==> src/rtl/core/assert_macros.svh <==
// ----------------------------------------------------------------------------
// Assertion macros
// Shared concurrent assertion forms for the box smoothing block.
// ----------------------------------------------------------------------------
`ifndef ASSERT_MACROS_SVH
`define ASSERT_MACROS_SVH

`ifndef ASSERT_OFF

// The expression holds at every clock edge outside reset.
`define ASSERT_ALWAYS(lbl, ck, rn, expr) \
  lbl: assert property (@(posedge ck) disable iff (!rn) (expr)) \
    else $error("assertion failed");

// The consequent holds in the same cycle as the antecedent.
`define ASSERT_IMPLIES(lbl, ck, rn, ante, cons) \
  lbl: assert property (@(posedge ck) disable iff (!rn) (ante) |-> (cons)) \
    else $error("assertion failed");

// The consequent holds in the cycle after the antecedent.
`define ASSERT_NEXT(lbl, ck, rn, ante, cons) \
  lbl: assert property (@(posedge ck) disable iff (!rn) (ante) |=> (cons)) \
    else $error("assertion failed");

`else

`define ASSERT_ALWAYS(lbl, ck, rn, expr)
`define ASSERT_IMPLIES(lbl, ck, rn, ante, cons)
`define ASSERT_NEXT(lbl, ck, rn, ante, cons)

`endif

`endif

==> src/rtl/core/rbs_pkg.sv <==
// ----------------------------------------------------------------------------
// rbs_pkg
// Types, constants and the channel divider of the RGB565 box smoothing block.
// ----------------------------------------------------------------------------
package rbs_pkg;

  // Default geometry and queue sizing.
  localparam int MAX_WIDTH_DEF = 1024;
  localparam int Q_DEPTH_DEF   = 4;

  // Fixed field widths.
  localparam int PIX_W   = 16;
  localparam int CFG_W   = 11;
  localparam int ROW_W   = 12;
  localparam int PADDR_W = 3;
  localparam int PDATA_W = 32;

  // Register reset values.
  localparam logic [CFG_W-1:0] FRAME_WIDTH_RST  = 11'd1024;
  localparam logic [CFG_W-1:0] FRAME_HEIGHT_RST = 11'd1024;

  // Register index, taken from paddr[2].
  localparam logic REG_FRAME_WIDTH  = 1'b0;
  localparam logic REG_FRAME_HEIGHT = 1'b1;

  // Fixed-point reciprocals, 16 fraction bits, rounded up.
  localparam logic [13:0] RECIP_NINE = 14'd7282;
  localparam logic [13:0] RECIP_SIX  = 14'd10923;

  // Number of neighbors inside the frame.
  typedef enum logic [1:0] {
    CNT_NINE,
    CNT_SIX,
    CNT_FOUR
  } rbs_cnt_t;

  // One window snapshot with its edge classification.
  typedef struct packed {
    logic [8:0][PIX_W-1:0] pix;
    logic                  top_ex;
    logic                  bot_ex;
    logic                  left_ex;
    logic                  right_ex;
    logic                  last;
  } rbs_win_t;

  // Floor of a channel sum divided by the neighbor count.
  function automatic logic [5:0] div_cnt(input logic [9:0] s, input rbs_cnt_t c);
    logic [23:0] prod;
    logic [5:0]  q;
    prod = '0;
    q    = '0;
    case (c)
      CNT_NINE: begin
        prod = {14'd0, s} * {10'd0, RECIP_NINE};
        q    = prod[21:16];
      end
      CNT_SIX: begin
        prod = {14'd0, s} * {10'd0, RECIP_SIX};
        q    = prod[21:16];
      end
      CNT_FOUR: begin
        q = s[7:2];
      end
      default: begin
        q = '0;
      end
    endcase
    return q;
  endfunction

endpackage

==> src/rtl/core/rbs_fifo.sv <==
// ----------------------------------------------------------------------------
// rbs_fifo
// Short queue of window snapshots between the front and the back.
// ----------------------------------------------------------------------------
`include "assert_macros.svh"

module rbs_fifo
  import rbs_pkg::*;
#(
  parameter int DEPTH = Q_DEPTH_DEF
) (
  input  logic                       clk,
  input  logic                       rst_n,
  input  logic                       push_i,
  input  rbs_win_t                   push_data_i,
  input  logic                       pop_i,
  output rbs_win_t                   head_o,
  output logic                       nempty_o,
  output logic [$clog2(DEPTH+1)-1:0] level_o
);

  localparam int PW = $clog2(DEPTH);
  localparam int LW = $clog2(DEPTH + 1);

  rbs_win_t        ent_r [DEPTH];
  logic [PW-1:0]   wr_ptr_r, wr_ptr_nxt;
  logic [PW-1:0]   rd_ptr_r, rd_ptr_nxt;
  logic [LW-1:0]   count_r, count_nxt;

  // Pointer and fill count update.
  always_comb begin
    wr_ptr_nxt = wr_ptr_r;
    rd_ptr_nxt = rd_ptr_r;
    count_nxt  = count_r;
    if (push_i) begin
      wr_ptr_nxt = (wr_ptr_r == PW'(DEPTH - 1)) ? '0 : wr_ptr_r + 1'b1;
    end
    if (pop_i) begin
      rd_ptr_nxt = (rd_ptr_r == PW'(DEPTH - 1)) ? '0 : rd_ptr_r + 1'b1;
    end
    if (push_i && !pop_i) begin
      count_nxt = count_r + 1'b1;
    end else if (pop_i && !push_i) begin
      count_nxt = count_r - 1'b1;
    end
  end

  always_ff @(posedge clk) begin
    if (!rst_n) begin
      wr_ptr_r <= '0;
      rd_ptr_r <= '0;
      count_r  <= '0;
    end else begin
      wr_ptr_r <= wr_ptr_nxt;
      rd_ptr_r <= rd_ptr_nxt;
      count_r  <= count_nxt;
    end
  end

  // Entry storage.
  always_ff @(posedge clk) begin
    if (push_i) begin
      ent_r[wr_ptr_r] <= push_data_i;
    end
  end

  assign head_o   = ent_r[rd_ptr_r];
  assign nempty_o = (count_r != '0);
  assign level_o  = count_r;

  // The front reserves room before it accepts, so the queue never overflows.
  `ASSERT_IMPLIES(a_no_overflow, clk, rst_n, push_i && !pop_i, count_r < LW'(DEPTH))
  // The back pops only entries that are present.
  `ASSERT_IMPLIES(a_no_underflow, clk, rst_n, pop_i, count_r != '0)

endmodule

==> config.mk <==
export PLATFORM = sky130hd
export DESIGN_NAME = rbs_fifo
export DESIGN_NICKNAME = d
export VERILOG_FILES = /design/src/rtl/core/rbs_pkg.sv /design/src/rtl/core/rbs_fifo.sv
export VERILOG_INCLUDE_DIRS = /design/src /design/src/rtl/core
export SDC_FILE = /design/constraint.sdc
export NUM_CORES = 1
export LEC_CHECK = 0
export ABC_AREA = 1
export BUFFER_PORTS_ARGS = -buffer_cell sky130_fd_sc_hd__buf_2
export CAP_MARGIN = 15
export CORE_MARGIN = 3
export CORE_UTILIZATION = 55
export DETAILED_ROUTE_END_ITERATION = 12
export PLACE_DENSITY = 0.81
export RECOVER_POWER = 25
export SLEW_MARGIN = 20
export SYNTH_ARGS = -nofsm -noshare
export SYNTH_HDL_FRONTEND = slang
export SYNTH_SLANG_ARGS = --single-unit
==> constraint.sdc <==
create_clock -name clk -period 5 [get_ports clk]
set_input_delay 0 -clock clk [delete_from_list [all_inputs] [get_ports clk]]
set_output_delay 0 -clock clk [all_outputs]
set_load 0.03 [all_outputs]
==> results of run 1 <==
-- state kept, by name, summed over array words and instances (netlist names), named ones only --
| signal | flops |
|---|---|
| ent_r | 596 |
| level_o | 3 |
| rd_ptr_r | 2 |
| wr_ptr_r | 2 |
-- layout by cell type (no fill, tap or decap), types with 8 or more instances in the layout --
cell,synthesis,layout
clkinv_2,0,12
buf_4,6,16
clkbuf_1,27,98
clkinv_1,0,8
o21ai_1,92,92
o21ai_0,209,209
nor2_1,307,307
dlygate4sd3_1,0,155
buf_2,38,218
o22ai_1,149,149
edfxtp_1,596,596
clkbuf_16,0,59
nand2_1,9,9
inv_1,14,10
-- cell type report --
type / instances / share of cell area (%)
tap: 525 / 2.387
clock buffer: 70 / 5.514
timing repair buffer: 477 / 11.32
clock inverter: 33 / 1.032
sequential: 605 / 65.71
inverter: 16 / 0.3273
antenna: 3 / 0.02728
multi-input combinational: 781 / 13.68
-- Yosys cell counts --
master	instances	area, µm²
edfxtp_1	596	17900
nor2_1	307	1152
o21ai_0	209	1046
o22ai_1	149	932.1
o21ai_1	92	460.4
buf_2	38	190.2
clkbuf_1	27	101.4
buf_6	24	270.3
inv_1	14	52.55
dfxtp_1	9	180.2
nand2_1	9	33.78
buf_4	6	45.04
ha_1	6	75.07
a21oi_1	3	15.01
clkbuf_2	2	10.01
nor3_1	2	10.01
fa_1	1	20.02
inv_2	1	3.750
inv_6	1	8.760
nand3_1	1	5.000
nand4_1	1	6.260
xor2_1	1	8.760
-- power breakdown --
group          internal, µW  total [µW]  leakage [µW]  switching (µW)
registers              5800        5880       0.00555            76.0
logic                   410        1450       0.00306            1040
clock network          2360        4170      0.000878            1810
total                  8570       11500       0.00949            2920
-- per-layer routing --
layer	track usage [%]	up-vias	wire length (µm)
met3	5.142	106	4647
met2	42.48	746	27530
li1	-	6549	-
met5	0	-	11
met4	8.324	2	1317
met1	31.00	7162	20140
-- worst paths after layout --
kind	startpoint	end	slack (ns)	depth (start not counted)
max	register	head_o[24]	1.79	5
min	push_data_i[80]	ent_r[0][80]	0.18	2
max reg2reg	wr_ptr_r[0]	ent_r[2][76]	2.57	5
min reg2reg	wr_ptr_r[1]	wr_ptr_r[1]	0.54	2
-- through the flow --
step | cells | area (µm²) | hold slack, ns
floorplan | 1499 | 22520 | 0.09887
global placement | 2248 | 24240 | 0.2088
detailed placement | 2248 | 24240 | 0.2142
CTS | 2506 | 27600 | 0.1051
global route | 2509 | 27520 | 0.1854
finish | 2510 | 27520 | 0.1772
-- cells by family (layout without fill, tap and decap cells) --
family,after synthesis,in the layout
flops,605,605
xor+xnor,1,1
buf+inv,113,596
compound gates,453,453
fa+ha+maj,7,7
simple gates,320,320
other cells,0,3
-- repair_timing --
action / in CTS / in global routing
hold buffers: 155 / 0
setup endpoints to repair: 0 / 0
hold endpoints to repair: 605 / 0
==> impl_metrics.csv, run 1 <==
group,metric,value,unit
outcome,status,"finished, final reports clean",
floorplanning,die_h,208.4,µm
timing,fin_skew,0.02642,ns
layout,syn_to_final_growth,22.19,%
clock_tree,cts_root_buf,"clkbuf_16",
synthesis,yosys.area_share.xor_xnor,0.03888,%
place,place_congestion,0.7565,
worst_setup_path,cpPeakStageDelay,0.83,ns
floorplanning,core_area,0.04010,mm²
timing,rsz0062_at_grt,"no",
worst_setup_path,cp_cell_sequence,"inv_4, buf_4, o21ai_0, o22ai_1, buf_2",
clock_tree,htree_levels,2,
layout,nNetsFinal,2098,
pwr,ir_drop,0.4195,mV
synthesis,syn_inst,1499,
layout,final_core_util,68.64,%
global_routing,grt_pass1_wl,83480,µm
route,ant_nets,0,
worst_setup_path,worstPathArrival,3.21,ns
synthesis,synth-compound-area-share,10.89,%
worst_setup_path,cp.required,5.00,ns
layout,multi_input_area,0.003765,mm²
floorplanning,start_util,56.17,%
floorplanning,fp.dieW,208.4,µm
synthesis,synthAdderAreaFrac,0.4222,%
worst_setup_path,crit_family,"buffers and inverters",
timing,setup_viol,0,
clock_tree,cts_buffers,57,
layout,nFillCells,2471,
worst_setup_path,end_kind,"primary output",
timing,relSlewSlack,27.12,%
synthesis,ys_seq_elements,605,
global_routing,gr-usage-all-layers,24.51,%
route,drc_errors,0,
clock_tree,cts_setup_buffers,0,
route,vias,14570,
place,place_hpwl,26980,µm
timing,setup-tns-final,0,ns
hold_path,hold_path.class,"primary input to register",
global_routing,antenna_found_initial,4,
synthesis,yosys.area_share.simple,5.361,%
worst_setup_path,crit_path_max_fanout,90,
worst_setup_path,start_kind,"register",
global_routing,grt_max_degree,191,
worst_setup_path,crit_buf_inv,3,
pwr,powerDensity,417.7,mW/mm²
timing,fmax,311.4,MHz
synthesis,netlist_area,0.02252,mm²
floorplanning,die_area,0.04342,mm²
worst_setup_path,cpMaxStageDelayCell,"inv_4",
floorplanning,row_count,73,
route,routed_via_density,5.803,
route,drt-wirelength-per-cell,21.37,µm
clock_tree,clk_pin_slew_worst_paths,0.06,ns
timing,finalHoldViolCount,0,
timing,period_needed,3.211,ns
clock_tree,cts_resized,0,
route,dr.pass1.iters,5,
synthesis,synthMuxAreaShare,0,%
layout,regArea,0.01808,mm²
worst_setup_path,worstSetupPathType,"register to primary output",
clock_tree,cts_tree,"built",
place,port_buffers,305,
synthesis,synth_cell_types,22,
route,routed_wl,53650,µm
timing,tightestPinTransition,1.093,ns
synthesis,yosysSeqAreaShare,80.26,%
global_routing,grt_pass1_vias,15030,
clock_tree,clk_path_buf_depth,3,
flow_run,cap_violations,0,
synthesis,synth_top_family_by_area,"compound AO/OA/AOI/OAI gates",
timing,slew_violations,0,
synthesis,syn-num-nets,1659,
timing,fin_ws,1.789,ns
clock_tree,insertion_delay,0.60,ns
floorplanning,boundaryPins,306,
pwr,totalPowerFinal,11500,µW
pwr,p_leak,0.009492,µW
place,preCtsSetupSlack,2.078,ns
clock_tree,cts.sinks,605,
synthesis,ys.warnings.count,0,
global_routing,grt-ovfl-total,0,
timing,fin_crit_sh,64.23,%
route,drt_iter0_markers,1592,
layout,layout-drive-gt1-share,16.50,%
synthesis,syn_area_per_cell,15.03,µm²
No activity file was read; power rests on OpenSTA's default activity.
==> run 2: changes to the inputs <==
CORE_UTILIZATION = 52   (was 55)
PLACE_DENSITY = 0.8   (was 0.81)
clock period = 2.55 ns   (was 5 ns; I/O delays follow)
==> impl_metrics.csv, run 2 (synthesized netlist as in run 1, its figures left out) <==
group,metric,value,unit
floorplanning,boundaryPins,306,
floorplanning,start_util,53.22,%
floorplanning,fp.dieW,214.1,µm
hold_path,hold_path.class,"primary input to register",
timing,fin_crit_sh,98.05,%
clock_tree,cts_buffers,57,
timing,setup-tns-final,0,ns
layout,largest_reg_flops,596,
layout,layout-drive-gt1-share,17.37,%
layout,regMostFlops,"ent_r",
place,placement.cell_area,0.02480,mm²
timing,fin_skew,0.02739,ns
route,vias,14670,
route,drc_errors,0,
timing,finalHoldViolCount,0,
layout,syn_to_final_growth,24.76,%
pwr,ir_drop,0.6792,mV
timing,slew_violations,0,
clock_tree,cts_tree,"built",
timing,period_needed,2.500,ns
clock_tree,insertion_delay,0.60,ns
route,routed_wl,54980,µm
worst_setup_path,r2r_cells,5,
global_routing,grt_pass1_vias,14880,
layout,nNetsFinal,2117,
hold_path,min_to,"ent_r[1][15]",
timing,setup_viol,0,
global_routing,gr-usage-all-layers,23.40,%
pwr,totalPowerFinal,22900,µW
worst_setup_path,cp_cell_sequence,"buf_12, o21ai_0, o22ai_1, buf_2",
worst_setup_path,r2r_start,"wr_ptr_r[0]",
worst_setup_path,cpMaxStageDelayCell,"buf_12",
global_routing,grt_pass1_wl,84560,µm
worst_setup_path,start_kind,"register",
global_routing,grt-ovfl-total,0,
worst_setup_path,worstPathArrival,2.50,ns
outcome,status,"finished, final reports clean",
floorplanning,die_h,214.1,µm
pwr,p_leak,0.009668,µW
route,drt_iter0_markers,1658,
worst_setup_path,cpPeakStageDelay,0.42,ns
layout,nFillCells,2832,
timing,fmax,400.0,MHz
layout,final_common_cell,"edfxtp_1",
route,ant_nets,0,
worst_setup_path,cp.required,2.55,ns
global_routing,grt_max_degree,165,
place,port_buffers,305,
place,place_hpwl,29600,µm
worst_setup_path,crit_path_max_fanout,164,
route,drt-wirelength-per-cell,21.28,µm
place,dp.cells,2320,
clock_tree,cts.sinks,605,
clock_tree,htree_levels,2,
route,routed_via_density,5.677,
clock_tree,clk_path_buf_depth,3,
pwr,powerDensity,814.8,mW/mm²
layout,stdcell_count,2584,
floorplanning,row_count,75,
clock_tree,cts_root_buf,"clkbuf_16",
worst_setup_path,end_kind,"primary output",
global_routing,antenna_found_initial,4,
clock_tree,clk_pin_slew_worst_paths,0.06,ns
layout,final_area,0.02810,mm²
floorplanning,core_area,0.04232,mm²
layout,layout_common_cells,"edfxtp_1 (596), nor2_1 (307), buf_2 (215), o21ai_0 (209), dlygate4sd3_1 (154)",
worst_setup_path,worstSetupPathType,"register to primary output",
hold_path,hold_depth,2,
worst_setup_path,r2r_end,"ent_r[2][80]",
timing,relSlewSlack,46.27,%
floorplanning,die_area,0.04585,mm²
worst_setup_path,rrSetupSlack,0.58,ns
route,dr.pass1.iters,5,
timing,rsz0062_at_grt,"no",
timing,tightestPinTransition,0.8059,ns
flow_run,cap_violations,0,
hold_path,min_from,"push_data_i[15]",
place,place_congestion,0.7923,
==> run 2: worst max-delay path by stage <==
| stage | startpoint | to | slack (ns) | depth (start not counted) |
|---|---|---|---|---|
| 2_1_floorplan | wr_ptr_r[0] | ent_r[0][0] | -0.67 | 4 |
| 5_1_grt | register | head_o[10] | 0.04 | 4 |
| 3_3_place_gp | wr_ptr_r[0] | ent_r[2][109] | 0.58 | 5 |
| 6_report | register | head_o[67] | 0.05 | 4 |
| 4_1_cts | register | head_o[26] | 0.01 | 4 |
| 3_5_place_dp | wr_ptr_r[0] | ent_r[2][109] | 0.55 | 5 |
==> run 2: timing repair <==
action / CTS / global route
hold buffers: 154 / 0
setup endpoints to repair: 0 / 13
hold endpoints to repair: 605 / 0
setup buffers: 0 / 1
resized for setup: 0 / 0
==> run 2: area by class of cell <==
class / count / area, µm² / share of cell area (%)
diodes: 4 / 10.01 / 0.03562
clock inverters: 32 / 339.1 / 1.207
flip-flops and latches: 605 / 18090 / 64.36
clock buffers: 73 / 1508 / 5.365
well taps: 577 / 721.9 / 2.569
repair buffers: 496 / 3571 / 12.71
multi-input cells: 781 / 3780 / 13.45
inverters: 16 / 85.08 / 0.3028
==> run 2: metrics by stage <==
stage               hold WS (ns)  util, %  worst slack, ns
global placement          0.2096    58.59           0.5762
global route              0.1891    66.40          0.04297
CTS                       0.1023    66.60          0.01115
floorplan                0.09887        -          -0.6661
detailed placement        0.2167    58.59           0.5464
finish                    0.1704    66.40          0.04973
==> run 2: where the power goes <==
part	internal, µW	switching (µW)
clock network	4870	3540
registers	11400	125
logic	891	2100
==> run 2: critical path: cells and delay by family (launching register included) <==
family / cells / cell delay [ns]
flip-flops: 1 / 0.41
AO/OA/AOI/OAI: 2 / 0.57
buffers and inverters: 2 / 0.67
==> run 2: per-layer routing <==
layer,GRT usage (%),wire [µm],up-vias
met4,8.405,1492,0
met3,4.832,4424,106
li1,-,-,6606
met5,0,0,-
met2,40.01,27910,694
met1,30.01,21160,7263
