<file path="config.mk">
export PLATFORM = sky130hd
export DESIGN_NAME = rbs_back_flat
export DESIGN_NICKNAME = d
export VERILOG_FILES = /design/src/rtl/core/rbs_pkg.sv /design/src/rtl/core/rbs_stream_if.sv /design/src/rtl/core/rbs_back.sv /design/src/flat_wrapper.sv
export VERILOG_INCLUDE_DIRS = /design/src /design/src/rtl/core
export SDC_FILE = /design/constraint.sdc
export NUM_CORES = 1
export LEC_CHECK = 0
export ABC_AREA = 1
export BUFFER_PORTS_ARGS = -buffer_cell sky130_fd_sc_hd__clkbuf_2
export CAP_MARGIN = 10
export CORE_MARGIN = 5
export CORE_UTILIZATION = 56
export DETAILED_ROUTE_END_ITERATION = 10
export PLACE_DENSITY = 0.73
export RECOVER_POWER = 50
export SYNTH_ARGS = -nofsm -noshare
export SYNTH_HDL_FRONTEND = slang
export SYNTH_SLANG_ARGS = --single-unit
</file>
<file path="constraint.sdc">
create_clock -name clk -period 7.2 [get_ports clk]
set_input_delay 1.08 -clock clk [delete_from_list [all_inputs] [get_ports clk]]
set_output_delay 1.08 -clock clk [all_outputs]
set_load 0.02 [all_outputs]
</file>
<file path="src/rtl/core/assert_macros.svh">
// ----------------------------------------------------------------------------
// Assertion macros
// Shared concurrent assertion forms for the box smoothing block.
// ----------------------------------------------------------------------------
`ifndef ASSERT_MACROS_SVH
`define ASSERT_MACROS_SVH

`ifndef ASSERT_OFF

// The expression holds at every clock edge outside reset.
`define ASSERT_ALWAYS(lbl, ck, rn, expr) \
  lbl: assert property (@(posedge ck) disable iff (!rn) (expr)) \
    else $error("assertion failed");

// The consequent holds in the same cycle as the antecedent.
`define ASSERT_IMPLIES(lbl, ck, rn, ante, cons) \
  lbl: assert property (@(posedge ck) disable iff (!rn) (ante) |-> (cons)) \
    else $error("assertion failed");

// The consequent holds in the cycle after the antecedent.
`define ASSERT_NEXT(lbl, ck, rn, ante, cons) \
  lbl: assert property (@(posedge ck) disable iff (!rn) (ante) |=> (cons)) \
    else $error("assertion failed");

`else

`define ASSERT_ALWAYS(lbl, ck, rn, expr)
`define ASSERT_IMPLIES(lbl, ck, rn, ante, cons)
`define ASSERT_NEXT(lbl, ck, rn, ante, cons)

`endif

`endif

</file>
<file path="src/rtl/core/rbs_pkg.sv">
// ----------------------------------------------------------------------------
// rbs_pkg
// Types, constants and the channel divider of the RGB565 box smoothing block.
// ----------------------------------------------------------------------------
package rbs_pkg;

  // Default geometry and queue sizing.
  localparam int MAX_WIDTH_DEF = 1024;
  localparam int Q_DEPTH_DEF   = 4;

  // Fixed field widths.
  localparam int PIX_W   = 16;
  localparam int CFG_W   = 11;
  localparam int ROW_W   = 12;
  localparam int PADDR_W = 3;
  localparam int PDATA_W = 32;

  // Register reset values.
  localparam logic [CFG_W-1:0] FRAME_WIDTH_RST  = 11'd1024;
  localparam logic [CFG_W-1:0] FRAME_HEIGHT_RST = 11'd1024;

  // Register index, taken from paddr[2].
  localparam logic REG_FRAME_WIDTH  = 1'b0;
  localparam logic REG_FRAME_HEIGHT = 1'b1;

  // Fixed-point reciprocals, 16 fraction bits, rounded up.
  localparam logic [13:0] RECIP_NINE = 14'd7282;
  localparam logic [13:0] RECIP_SIX  = 14'd10923;

  // Number of neighbors inside the frame.
  typedef enum logic [1:0] {
    CNT_NINE,
    CNT_SIX,
    CNT_FOUR
  } rbs_cnt_t;

  // One window snapshot with its edge classification.
  typedef struct packed {
    logic [8:0][PIX_W-1:0] pix;
    logic                  top_ex;
    logic                  bot_ex;
    logic                  left_ex;
    logic                  right_ex;
    logic                  last;
  } rbs_win_t;

  // Floor of a channel sum divided by the neighbor count.
  function automatic logic [5:0] div_cnt(input logic [9:0] s, input rbs_cnt_t c);
    logic [23:0] prod;
    logic [5:0]  q;
    prod = '0;
    q    = '0;
    case (c)
      CNT_NINE: begin
        prod = {14'd0, s} * {10'd0, RECIP_NINE};
        q    = prod[21:16];
      end
      CNT_SIX: begin
        prod = {14'd0, s} * {10'd0, RECIP_SIX};
        q    = prod[21:16];
      end
      CNT_FOUR: begin
        q = s[7:2];
      end
      default: begin
        q = '0;
      end
    endcase
    return q;
  endfunction

endpackage

</file>
<file path="src/rtl/core/rbs_stream_if.sv">


interface rbs_out_if;
  logic        valid;
  logic        ready;
  logic [15:0] pixel_out;
  logic        frame_last;

  modport source (output valid, output pixel_out, output frame_last, input ready);
  modport sink (input valid, input pixel_out, input frame_last, output ready);
endinterface

</file>
<file path="src/rtl/core/rbs_back.sv">
// ----------------------------------------------------------------------------
// rbs_back
// Sums the in-frame neighbors of a window snapshot per channel, divides by
// the neighbor count and drives the result through an output register.
// ----------------------------------------------------------------------------
`include "assert_macros.svh"

module rbs_back
  import rbs_pkg::*;
(
  input  logic      clk,
  input  logic      rst_n,
  input  rbs_win_t  head_i,
  input  logic      nempty_i,
  output logic      pop_o,
  rbs_out_if.source out_pix
);

  logic [4:0] cell_r [9];
  logic [5:0] cell_g [9];
  logic [4:0] cell_b [9];
  logic [6:0] row_r  [3];
  logic [7:0] row_g  [3];
  logic [6:0] row_b  [3];
  logic [8:0] sum_r;
  logic [9:0] sum_g;
  logic [8:0] sum_b;
  rbs_cnt_t   cnt;

  logic       b1_valid_r;
  logic [8:0] b1_sr_r;
  logic [9:0] b1_sg_r;
  logic [8:0] b1_sb_r;
  rbs_cnt_t   b1_cnt_r;
  logic       b1_last_r;

  logic             ob_valid_r;
  logic [PIX_W-1:0] ob_pix_r;
  logic             ob_last_r;

  logic ob_adv, b1_adv;
  logic [5:0] q_r, q_g, q_b;

  // Mask the cells outside the frame and split channels.
  always_comb begin
    for (int i = 0; i < 9; i++) begin
      if (((i / 3 == 0) && head_i.top_ex) || ((i / 3 == 2) && head_i.bot_ex) ||
          ((i % 3 == 0) && head_i.left_ex) || ((i % 3 == 2) && head_i.right_ex)) begin
        cell_r[i] = '0;
        cell_g[i] = '0;
        cell_b[i] = '0;
      end else begin
        cell_r[i] = head_i.pix[i][15:11];
        cell_g[i] = head_i.pix[i][10:5];
        cell_b[i] = head_i.pix[i][4:0];
      end
    end
  end

  // Row sums, then the window sum.
  always_comb begin
    for (int r = 0; r < 3; r++) begin
      row_r[r] = 7'(cell_r[r*3]) + 7'(cell_r[r*3+1]) + 7'(cell_r[r*3+2]);
      row_g[r] = 8'(cell_g[r*3]) + 8'(cell_g[r*3+1]) + 8'(cell_g[r*3+2]);
      row_b[r] = 7'(cell_b[r*3]) + 7'(cell_b[r*3+1]) + 7'(cell_b[r*3+2]);
    end
    sum_r = 9'(row_r[0]) + 9'(row_r[1]) + 9'(row_r[2]);
    sum_g = 10'(row_g[0]) + 10'(row_g[1]) + 10'(row_g[2]);
    sum_b = 9'(row_b[0]) + 9'(row_b[1]) + 9'(row_b[2]);
  end

  // Neighbor count from the edge flags.
  always_comb begin
    if ((head_i.top_ex || head_i.bot_ex) && (head_i.left_ex || head_i.right_ex)) begin
      cnt = CNT_FOUR;
    end else if (head_i.top_ex || head_i.bot_ex || head_i.left_ex || head_i.right_ex) begin
      cnt = CNT_SIX;
    end else begin
      cnt = CNT_NINE;
    end
  end

  // Stage advance: each stage moves when the one after it has room.
  assign ob_adv = !ob_valid_r || out_pix.ready;
  assign b1_adv = !b1_valid_r || ob_adv;
  assign pop_o  = nempty_i && b1_adv;

  always_ff @(posedge clk) begin
    if (!rst_n) begin
      b1_valid_r <= 1'b0;
      ob_valid_r <= 1'b0;
    end else begin
      if (b1_adv) begin
        b1_valid_r <= nempty_i;
      end
      if (ob_adv) begin
        ob_valid_r <= b1_valid_r;
      end
    end
  end

  // Sum stage.
  always_ff @(posedge clk) begin
    if (pop_o) begin
      b1_sr_r   <= sum_r;
      b1_sg_r   <= sum_g;
      b1_sb_r   <= sum_b;
      b1_cnt_r  <= cnt;
      b1_last_r <= head_i.last;
    end
  end

  // Divide and repack into the output register.
  assign q_r = div_cnt({1'b0, b1_sr_r}, b1_cnt_r);
  assign q_g = div_cnt(b1_sg_r, b1_cnt_r);
  assign q_b = div_cnt({1'b0, b1_sb_r}, b1_cnt_r);

  always_ff @(posedge clk) begin
    if (ob_adv && b1_valid_r) begin
      ob_pix_r  <= {q_r[4:0], q_g, q_b[4:0]};
      ob_last_r <= b1_last_r;
    end
  end

  assign out_pix.valid      = ob_valid_r;
  assign out_pix.pixel_out  = ob_pix_r;
  assign out_pix.frame_last = ob_last_r;

  // A sum stage that cannot move keeps its contents.
  `ASSERT_NEXT(a_b1_hold, clk, rst_n, b1_valid_r && !ob_adv,
               b1_valid_r && $stable(b1_sg_r) && $stable(b1_last_r))

endmodule

</file>
<file path="src/flat_wrapper.sv">
// flat-port wrapper written by rule: the top's interface ports become plain ports
module rbs_back_flat import rbs_pkg::*;
  (clk, rst_n, head_i, nempty_i, pop_o, out_pix_valid, out_pix_pixel_out, out_pix_frame_last, out_pix_ready);
  rbs_out_if out_pix_i ();
  input  logic clk;
  input  logic rst_n;
  input  rbs_win_t head_i;
  input  logic nempty_i;
  output logic pop_o;
  output wire logic [$bits(out_pix_i.valid)-1:0] out_pix_valid;
  output wire logic [$bits(out_pix_i.pixel_out)-1:0] out_pix_pixel_out;
  output wire logic [$bits(out_pix_i.frame_last)-1:0] out_pix_frame_last;
  input wire logic [$bits(out_pix_i.ready)-1:0] out_pix_ready;
  assign out_pix_valid = out_pix_i.valid;
  assign out_pix_pixel_out = out_pix_i.pixel_out;
  assign out_pix_frame_last = out_pix_i.frame_last;
  assign out_pix_i.ready = out_pix_ready;
  rbs_back u_core (.clk(clk), .rst_n(rst_n), .head_i(head_i), .nempty_i(nempty_i), .pop_o(pop_o), .out_pix(out_pix_i));
endmodule
</file>
==> impl_metrics.toml, run 1 <==
[clock_network]
holdBufCountCts = 0
cts_sinks = 50
htree_levels = 2
cts_buffers = 5
post_cts.repair.setup_buffers = 0
cts_resized = 0
clock_tree.buffer_depth = 2
clk_latency_ns = 0.34
cts_tree = "yes"
clk_pin_slew_ns = 0.10
clockRootBuffer = "clkbuf_16"

[timing]
fmax_ghz = 0.178
slew-limit-headroom = -0.172
fin_skew_ns = 0.0250
min_period_over_period = 0.779
min_period_ns = 5.61
setup_slack_ns = 1.59
hold_slack_ns = 0.500
tightest_slew_ns = 1.76
finalHoldViolations = 0
rsz0062_at_grt = "no"
tns_ns = 0
setup_viol = 0
maxSlewViolCount = 32

[floorplanning]
fp.dieW_um = 193
ios = 172
die_y_um = 193
start_util = 0.562
coreArea_mm2 = 0.0333
rows = 67
die_area_mm2 = 0.0372

[synth]
synth_area_per_cell_um2 = 7.57
yosysSeqAreaShare = 0.0792
netlist_instances = 2472
yosysWarnings = 0
ys_ff_latch = 50
synth.distinct_cells = 47
syn_area_mm2 = 0.0187
synth_fp_nets = 3222

[detailed_routing]
routed_wl_um = 44900
avgRoutedWirePerCell_um = 14.5
drtIter0Drc = 797
avgViaCountPerCell = 5.18
ant_nets = 0
drc_errors = 0
vias = 16000
dr.pass1.iters = 6

[flow_run]
drv_cap = 1

[place]
portBuffers = 171
hpwl_um = 40100
globalplace.congestion = 0.941
place_ws_ns = 1.33

[min_path]
hold_class = "register to register"

[cells_and_area]
utilization = 0.607
area_growth_syn_to_layout_pct = 8.05
final_common_cell = "inv_1"
drive_above_1_share = 0.0818
final_cell_mix = "inv_1 (636), ha_1 (421), nand2_1 (334)"
final_nets = 3388
nFillCells = 3065
antennaDiodeCount = 0

[setup_path]
worst-setup-path-type = "input pin to register"
cp-end-kind = "register"
cp_max_fo = 19
worstPathArrival_ns = 5.67
cp.required_ns = 7.26
cp-start-kind = "input pin"

[global_route]
grt.busiest_layer = "met2"
grt_pass1_vias = 16400
grt_util_met1 = 0.319
gr-usage-all-layers = 0.247
gr-usage-met2 = 0.438
globalRouteMet3Util = 0.0239
antenna_found_initial = 0
grt_pass1_wl_um = 75400
grt_max_degree = 32
grt_overflow_total = 0

[run_status]
violations = "max-capacitance violations, max-slew violations"
status = "complete, but fails checks"
-- layout make-up --
type                            instances  area (um2)  area share
Multi-Input combinational cell       1759       14700       0.728
Clock buffer                            5         125     0.00619
Timing Repair Buffer                  176         871      0.0431
Sequential cell                        50        1480      0.0733
Clock inverter                          3        26.3     0.00130
Inverter                              646        2430       0.120
Tap cell                              448         561      0.0277
-- metal layers --
metal | vias to the layer above | part of all wire
met1 | 7381 | 0.44
met4 | 0 | 0.029
met5 | - | 0
met2 | 425 | 0.49
li1 | 8102 | -
met3 | 77 | 0.045
-- synth_stat cells, drive strengths merged --
master	n	share of area
a211oi	1	0.00067
a21boi	3	0.0012
a21o	19	0.0076
a21oi	185	0.049
a31oi	10	0.0033
and2	2	0.00080
and3	1	0.00033
buf	10	0.0027
clkbuf	7	0.0014
clkinv	1	0.00027
dfxtp	2	0.0021
edfxtp	48	0.077
fa	176	0.19
ha	421	0.28
inv	645	0.13
nand2	345	0.071
nand2b	1	0.00033
nand3	138	0.038
nand3b	8	0.0032
nand4	13	0.0043
nor2	199	0.042
nor3	18	0.0065
nor4	3	0.0020
o211ai	1	0.00040
o21a	8	0.0032
o21ai	57	0.015
o21bai	21	0.0090
o221ai	2	0.00094
o31ai	1	0.00040
or2	9	0.0030
xnor2	45	0.021
xor2	72	0.034
-- worst paths after layout --
check	depth (start not counted)	start	slack, ns	endpoint
max	24	head_i[4]	1.59	u_core.b1_sg_r[8]
min	2	u_core.b1_valid_r	0.50	u_core.out_pix.valid
max reg2reg	18	u_core.b1_sg_r[4]	2.40	u_core.out_pix.pixel_out[5]
min reg2reg	2	u_core.b1_valid_r	0.50	u_core.out_pix.valid
-- logic make-up after synthesis --
kind of cell,share of synthesized area
DFF,0.0792
xor gates and xnor gates,0.0548
and+or+nand+nor,0.171
adders and majority gates,0.470
AOI/OAI and AO/OA,0.0918
buffers and inverters,0.134
-- sequential cells by signal (all words and copies together), names as in the netlist --
signal and flops:
u_core.out_pix.pixel_out 16, u_core.b1_sr_r 9, u_core.out_pix.valid 1, u_core.out_pix.frame_last 1
u_core.b1_cnt_r 2, u_core.b1_sb_r 9, u_core.b1_valid_r 1, u_core.b1_last_r 1
u_core.b1_sg_r 10
-- metrics by stage --
stage / instance area (um2) / instances
finish: 20200 / 3087
global route: 20200 / 3087
CTS: 20200 / 3087
detailed placement: 20100 / 3079
global placement: 20100 / 3079
floorplan: 18700 / 2472
-- worst max-delay path, stage by stage --
cell and delay, ns:
clkbuf_2 0.32, or2_1 0.51, nor2_1 0.08, ha_1 0.23, fa_1 0.41, xor2_1 0.16, ha_1 0.33, a21oi_1 0.19
nand2_1 0.10, a21oi_1 0.16, o21ai_1 0.11, xnor2_1 0.15, inv_1 0.06, ha_1 0.35, nand2_1 0.09, inv_1 0.06
nand4_1 0.13, o211ai_1 0.14, xor2_1 0.19, ha_1 0.30, a21oi_1 0.18, o21ai_0 0.10, a21oi_1 0.16, xor2_1 0.08
Power of run 1 is not shown: default switching activity piles up to over one toggle a cycle in this logic, so the estimate is an artifact.
==> run 2, diff against run 1 <==
- clock period: 7.2 -> 5.7 ns (I/O delays scaled with it)
==> run 2 against run 1 <==
The run still ends with max-capacitance violations, max-slew violations left. Non-clock buffer count grew 6. Highest routed layer unchanged. Utilization grew 0.12 points. Global-route usage shrank 0.064 points. Hold slack gained 0.014 ns. Critical path depth decreased by 1. Register-to-register slack lost 1.5 ns. Sequential cell count unchanged. Clock-buffer cell count unchanged. Cell count up 0.19%.
==> impl_metrics.toml, run 2 (synthesized netlist as in run 1, its figures left out) <==
[detailed_routing]
ant_nets = 0
drtIter0Drc = 671
routed_wl_um = 45000
drc_errors = 0
vias = 15900
avgRoutedWirePerCell_um = 14.6
avgViaCountPerCell = 5.14
dr.pass1.iters = 7

[clock_network]
clk_pin_slew_ns = 0.09
cts_sinks = 50
holdBufCountCts = 0
post_cts.repair.setup_buffers = 0
cts_tree = "yes"
clock_tree.buffer_depth = 2
clockRootBuffer = "clkbuf_16"
clk_latency_ns = 0.33
htree_levels = 2
cts_buffers = 5
cts_resized = 0

[cells_and_area]
final_nets = 3394
largest_register_ffs = 16
final_cell_mix = "inv_1 (636), ha_1 (421), nand2_1 (334)"
antennaDiodeCount = 0
area_growth_syn_to_layout_pct = 8.27
drive_above_1_share = 0.0824
nFillCells = 3077
final_common_cell = "inv_1"
ff_latch_area_mm2 = 0.00148
multi_input_area_mm2 = 0.0147

[setup_path]
cp.required_ns = 5.76
worstPathArrival_ns = 5.15
worst-setup-path-type = "input pin to register"
cp_max_fo = 16
cp-start-kind = "input pin"
crit_chain = "clkbuf_2 -> or2_1 -> nor2_1 -> ha_1 -> fa_1 -> inv_1 -> fa_1 -> o21ai_1 -> nand2_1 -> nand2_1 -> a21oi_1 -> xor2_1 -> ha_1 -> nand2_1 -> inv_1 -> nand4_1 -> o211ai_1 -> xor2_1 -> ha_1 -> a21oi_1 -> o21ai_0 -> a21oi_1 -> xor2_1"
crit_path_max_incr_delay_ns = 0.52
cp-end-kind = "register"
cp_slowest_cell = "fa_1"

[timing]
finalHoldViolations = 0
hold_slack_ns = 0.513
setup_viol = 0
maxSlewViolCount = 32
slew-limit-headroom = -0.185
tightest_slew_ns = 1.78
rsz0062_at_grt = "no"
min_period_ns = 5.10
tns_ns = 0
fmax_ghz = 0.196
min_period_over_period = 0.894
fin_skew_ns = 0.0165

[global_route]
grt_pass1_wl_um = 75500
grt_pass1_vias = 16300
gr-usage-all-layers = 0.247
antenna_found_initial = 0
grt_overflow_total = 0
grt_max_degree = 32

[floorplanning]
die_y_um = 193
fp.dieW_um = 193
start_util = 0.562
die_area_mm2 = 0.0372
ios = 172
rows = 67
coreArea_mm2 = 0.0333

[run_status]
violations = "max-capacitance violations, max-slew violations"
status = "complete, but fails checks"

[place]
hpwl_um = 40500
globalplace.congestion = 0.956
portBuffers = 171

[flow_run]
drv_cap = 1

[min_path]
hold_class = "register to register"
run 2: final cells by class:
| cell class | instances | share of cell area |
|---|---|---|
| multi-input combinational | 1759 | 0.727 |
| inverter | 646 | 0.120 |
| sequential | 50 | 0.0731 |
| tap | 448 | 0.0277 |
| clock inverter | 3 | 0.00142 |
| timing repair buffer | 182 | 0.0447 |
| clock buffer | 5 | 0.00618 |
run 2: metrics by stage:
stage / util / worst slack (ns) / cell area [um2] / cells
global route: 0.609 / 0.277 / 20300 / 3093
detailed placement: 0.605 / 0.352 / 20100 / 3085
finish: 0.609 / 0.602 / 20300 / 3093
CTS: 0.610 / 0.689 / 20300 / 3093
floorplan: - / 0.654 / 18700 / 2472
global placement: 0.605 / 0.489 / 20100 / 3085
run 2: worst paths after layout:
check	slack (ns)	cells after the start	startpoint	to
max	0.60	23	head_i[2]	u_core.b1_sg_r[8]
min reg2reg	0.51	0	u_core.b1_last_r	u_core.out_pix.frame_last
min	0.51	0	u_core.b1_last_r	u_core.out_pix.frame_last
max reg2reg	0.89	18	u_core.b1_sg_r[6]	u_core.out_pix.pixel_out[5]
run 2: layer usage:
metal | track usage | wire length, um
met1 | 0.318 | 19700
met2 | 0.445 | 22200
met3 | 0.0219 | 1960
met4 | 0.0623 | 1140
met5 | 0 | 0
run 2: worst max-delay path: cells and delay by family:
family	cells	cell delay, ns
adder cells (fa/ha/maj)	5	1.84
AO/OA/AOI/OAI	6	0.89
XOR/XNOR	3	0.43
AND/OR/NAND/NOR	6	0.90
buffers and inverters	3	0.23
Power of run 2 is left out for the same reason.
==> run 3, diff against run 2 <==
- BUFFER_PORTS_ARGS: -buffer_cell sky130_fd_sc_hd__clkbuf_2 -> not set
- DONT_BUFFER_PORTS: not set -> 1
- PLACE_DENSITY: 0.73 -> 0.68
==> run 3 against run 2 <==
The run still ends with max-capacitance violations, max-slew violations left. Cell count decreased by 5.7%. Critical path depth increased by 2. Sequential cell count unchanged. Die area unchanged. First-iteration DRC count decreased by 3.6%. Routed wire length decreased by 2.7%. Register-to-register slack improved by 0.08 ns. Utilization decreased by 2.6 points. Hold slack got worse by 0.091 ns. Final area decreased by 4.3%. Critical path type unchanged. Highest routed layer unchanged.
==> impl_metrics.toml, run 3 (synthesized netlist as in run 1, its figures left out) <==
[cells_and_area]
final_cell_mix = "inv_1 (636), ha_1 (421), nand2_1 (334)"
antennaDiodeCount = 0
final_nets = 3219
nFillCells = 3103
final_common_cell = "inv_1"
drive_above_1_share = 0.0243
multi_input_area_mm2 = 0.0147
ff_latch_area_mm2 = 0.00148
area_growth_syn_to_layout_pct = 3.60
largest_register_ffs = 16

[detailed_routing]
ant_nets = 0
dr.pass1.iters = 5
vias = 15200
routed_wl_um = 43800
avgViaCountPerCell = 5.21
drtIter0Drc = 647
avgRoutedWirePerCell_um = 15.0
drc_errors = 0

[clock_network]
cts_sinks = 50
clock_tree.buffer_depth = 2
cts_tree = "yes"
holdBufCountCts = 0
clockRootBuffer = "clkbuf_16"
htree_levels = 2
cts_buffers = 5
clk_latency_ns = 0.32
cts_resized = 0
clk_pin_slew_ns = 0.07
post_cts.repair.setup_buffers = 0

[floorplanning]
die_area_mm2 = 0.0372
ios = 172
coreArea_mm2 = 0.0333
rows = 67
fp.dieW_um = 193
die_y_um = 193
start_util = 0.562

[timing]
tightest_slew_ns = 1.84
setup_slack_ns = 0.968
min_period_ns = 4.73
slew-limit-headroom = -0.229
min_period_over_period = 0.830
rsz0062_at_grt = "no"
setup_viol = 0
fmax_ghz = 0.211
maxSlewViolCount = 31
tns_ns = 0
fin_skew_ns = 0.00887
finalHoldViolations = 0

[min_path]
hold_class = "register to register"

[global_route]
grt_overflow_total = 0
grt_pass1_wl_um = 75400
grt_max_degree = 32
antenna_found_initial = 0
gr-usage-all-layers = 0.248
grt_pass1_vias = 15900

[run_status]
status = "complete, but fails checks"
violations = "max-capacitance violations, max-slew violations"

[setup_path]
crit_family = "adder cells"
cp_max_fo = 18
cpMostUsedCell = "nand2_1"
crit_path_max_incr_delay_ns = 0.35
worstPathArrival_ns = 4.79
cp-end-kind = "register"
cp_slowest_cell = "or2_1"
worst-setup-path-type = "input pin to register"
cp-start-kind = "input pin"
cp_num_buf_inv = 2
cp.required_ns = 5.76

[flow_run]
drv_cap = 1

[place]
globalplace.congestion = 0.959
hpwl_um = 39400
portBuffers = 0
place_ws_ns = 0.692
[run 3: path summary, 6_finish.rpt]
| path | end | slack (ns) | startpoint | cells after the start |
|---|---|---|---|---|
| worst min register to register | u_core.out_pix.frame_last | 0.42 | u_core.b1_last_r | 0 |
| worst min-delay path | u_core.out_pix.frame_last | 0.42 | u_core.b1_last_r | 0 |
| worst max-delay path | u_core.b1_sg_r[8] | 0.97 | head_i[2] | 25 |
| worst max register to register | u_core.out_pix.pixel_out[5] | 0.97 | u_core.b1_sg_r[4] | 18 |
[run 3: cell type report]
class,instances,area share
Tap cell,448,0.0289
Multi-Input combinational cell,1759,0.760
Sequential cell,50,0.0764
Clock inverter,3,0.00103
Timing Repair Buffer,7,0.00232
Clock buffer,5,0.00646
Inverter,646,0.125
[run 3: layer usage]
| metal | GRT usage | routed length [um] |
|---|---|---|
| met3 | 0.0391 | 1980 |
| met1 | 0.326 | 20400 |
| met5 | 0 | 0 |
| met4 | 0.0826 | 1540 |
| met2 | 0.418 | 19900 |
[run 3: metrics by stage]
stage / util / instances / instance area [um2] / hold WS [ns]
floorplan: - / 2472 / 18700 / 0.400
detailed placement: 0.578 / 2910 / 19200 / 0.408
global placement: 0.578 / 2910 / 19200 / 0.401
global route: 0.582 / 2918 / 19400 / 0.431
finish: 0.582 / 2918 / 19400 / 0.422
CTS: 0.583 / 2918 / 19400 / 0.425
Power of run 3 is left out for the same reason.
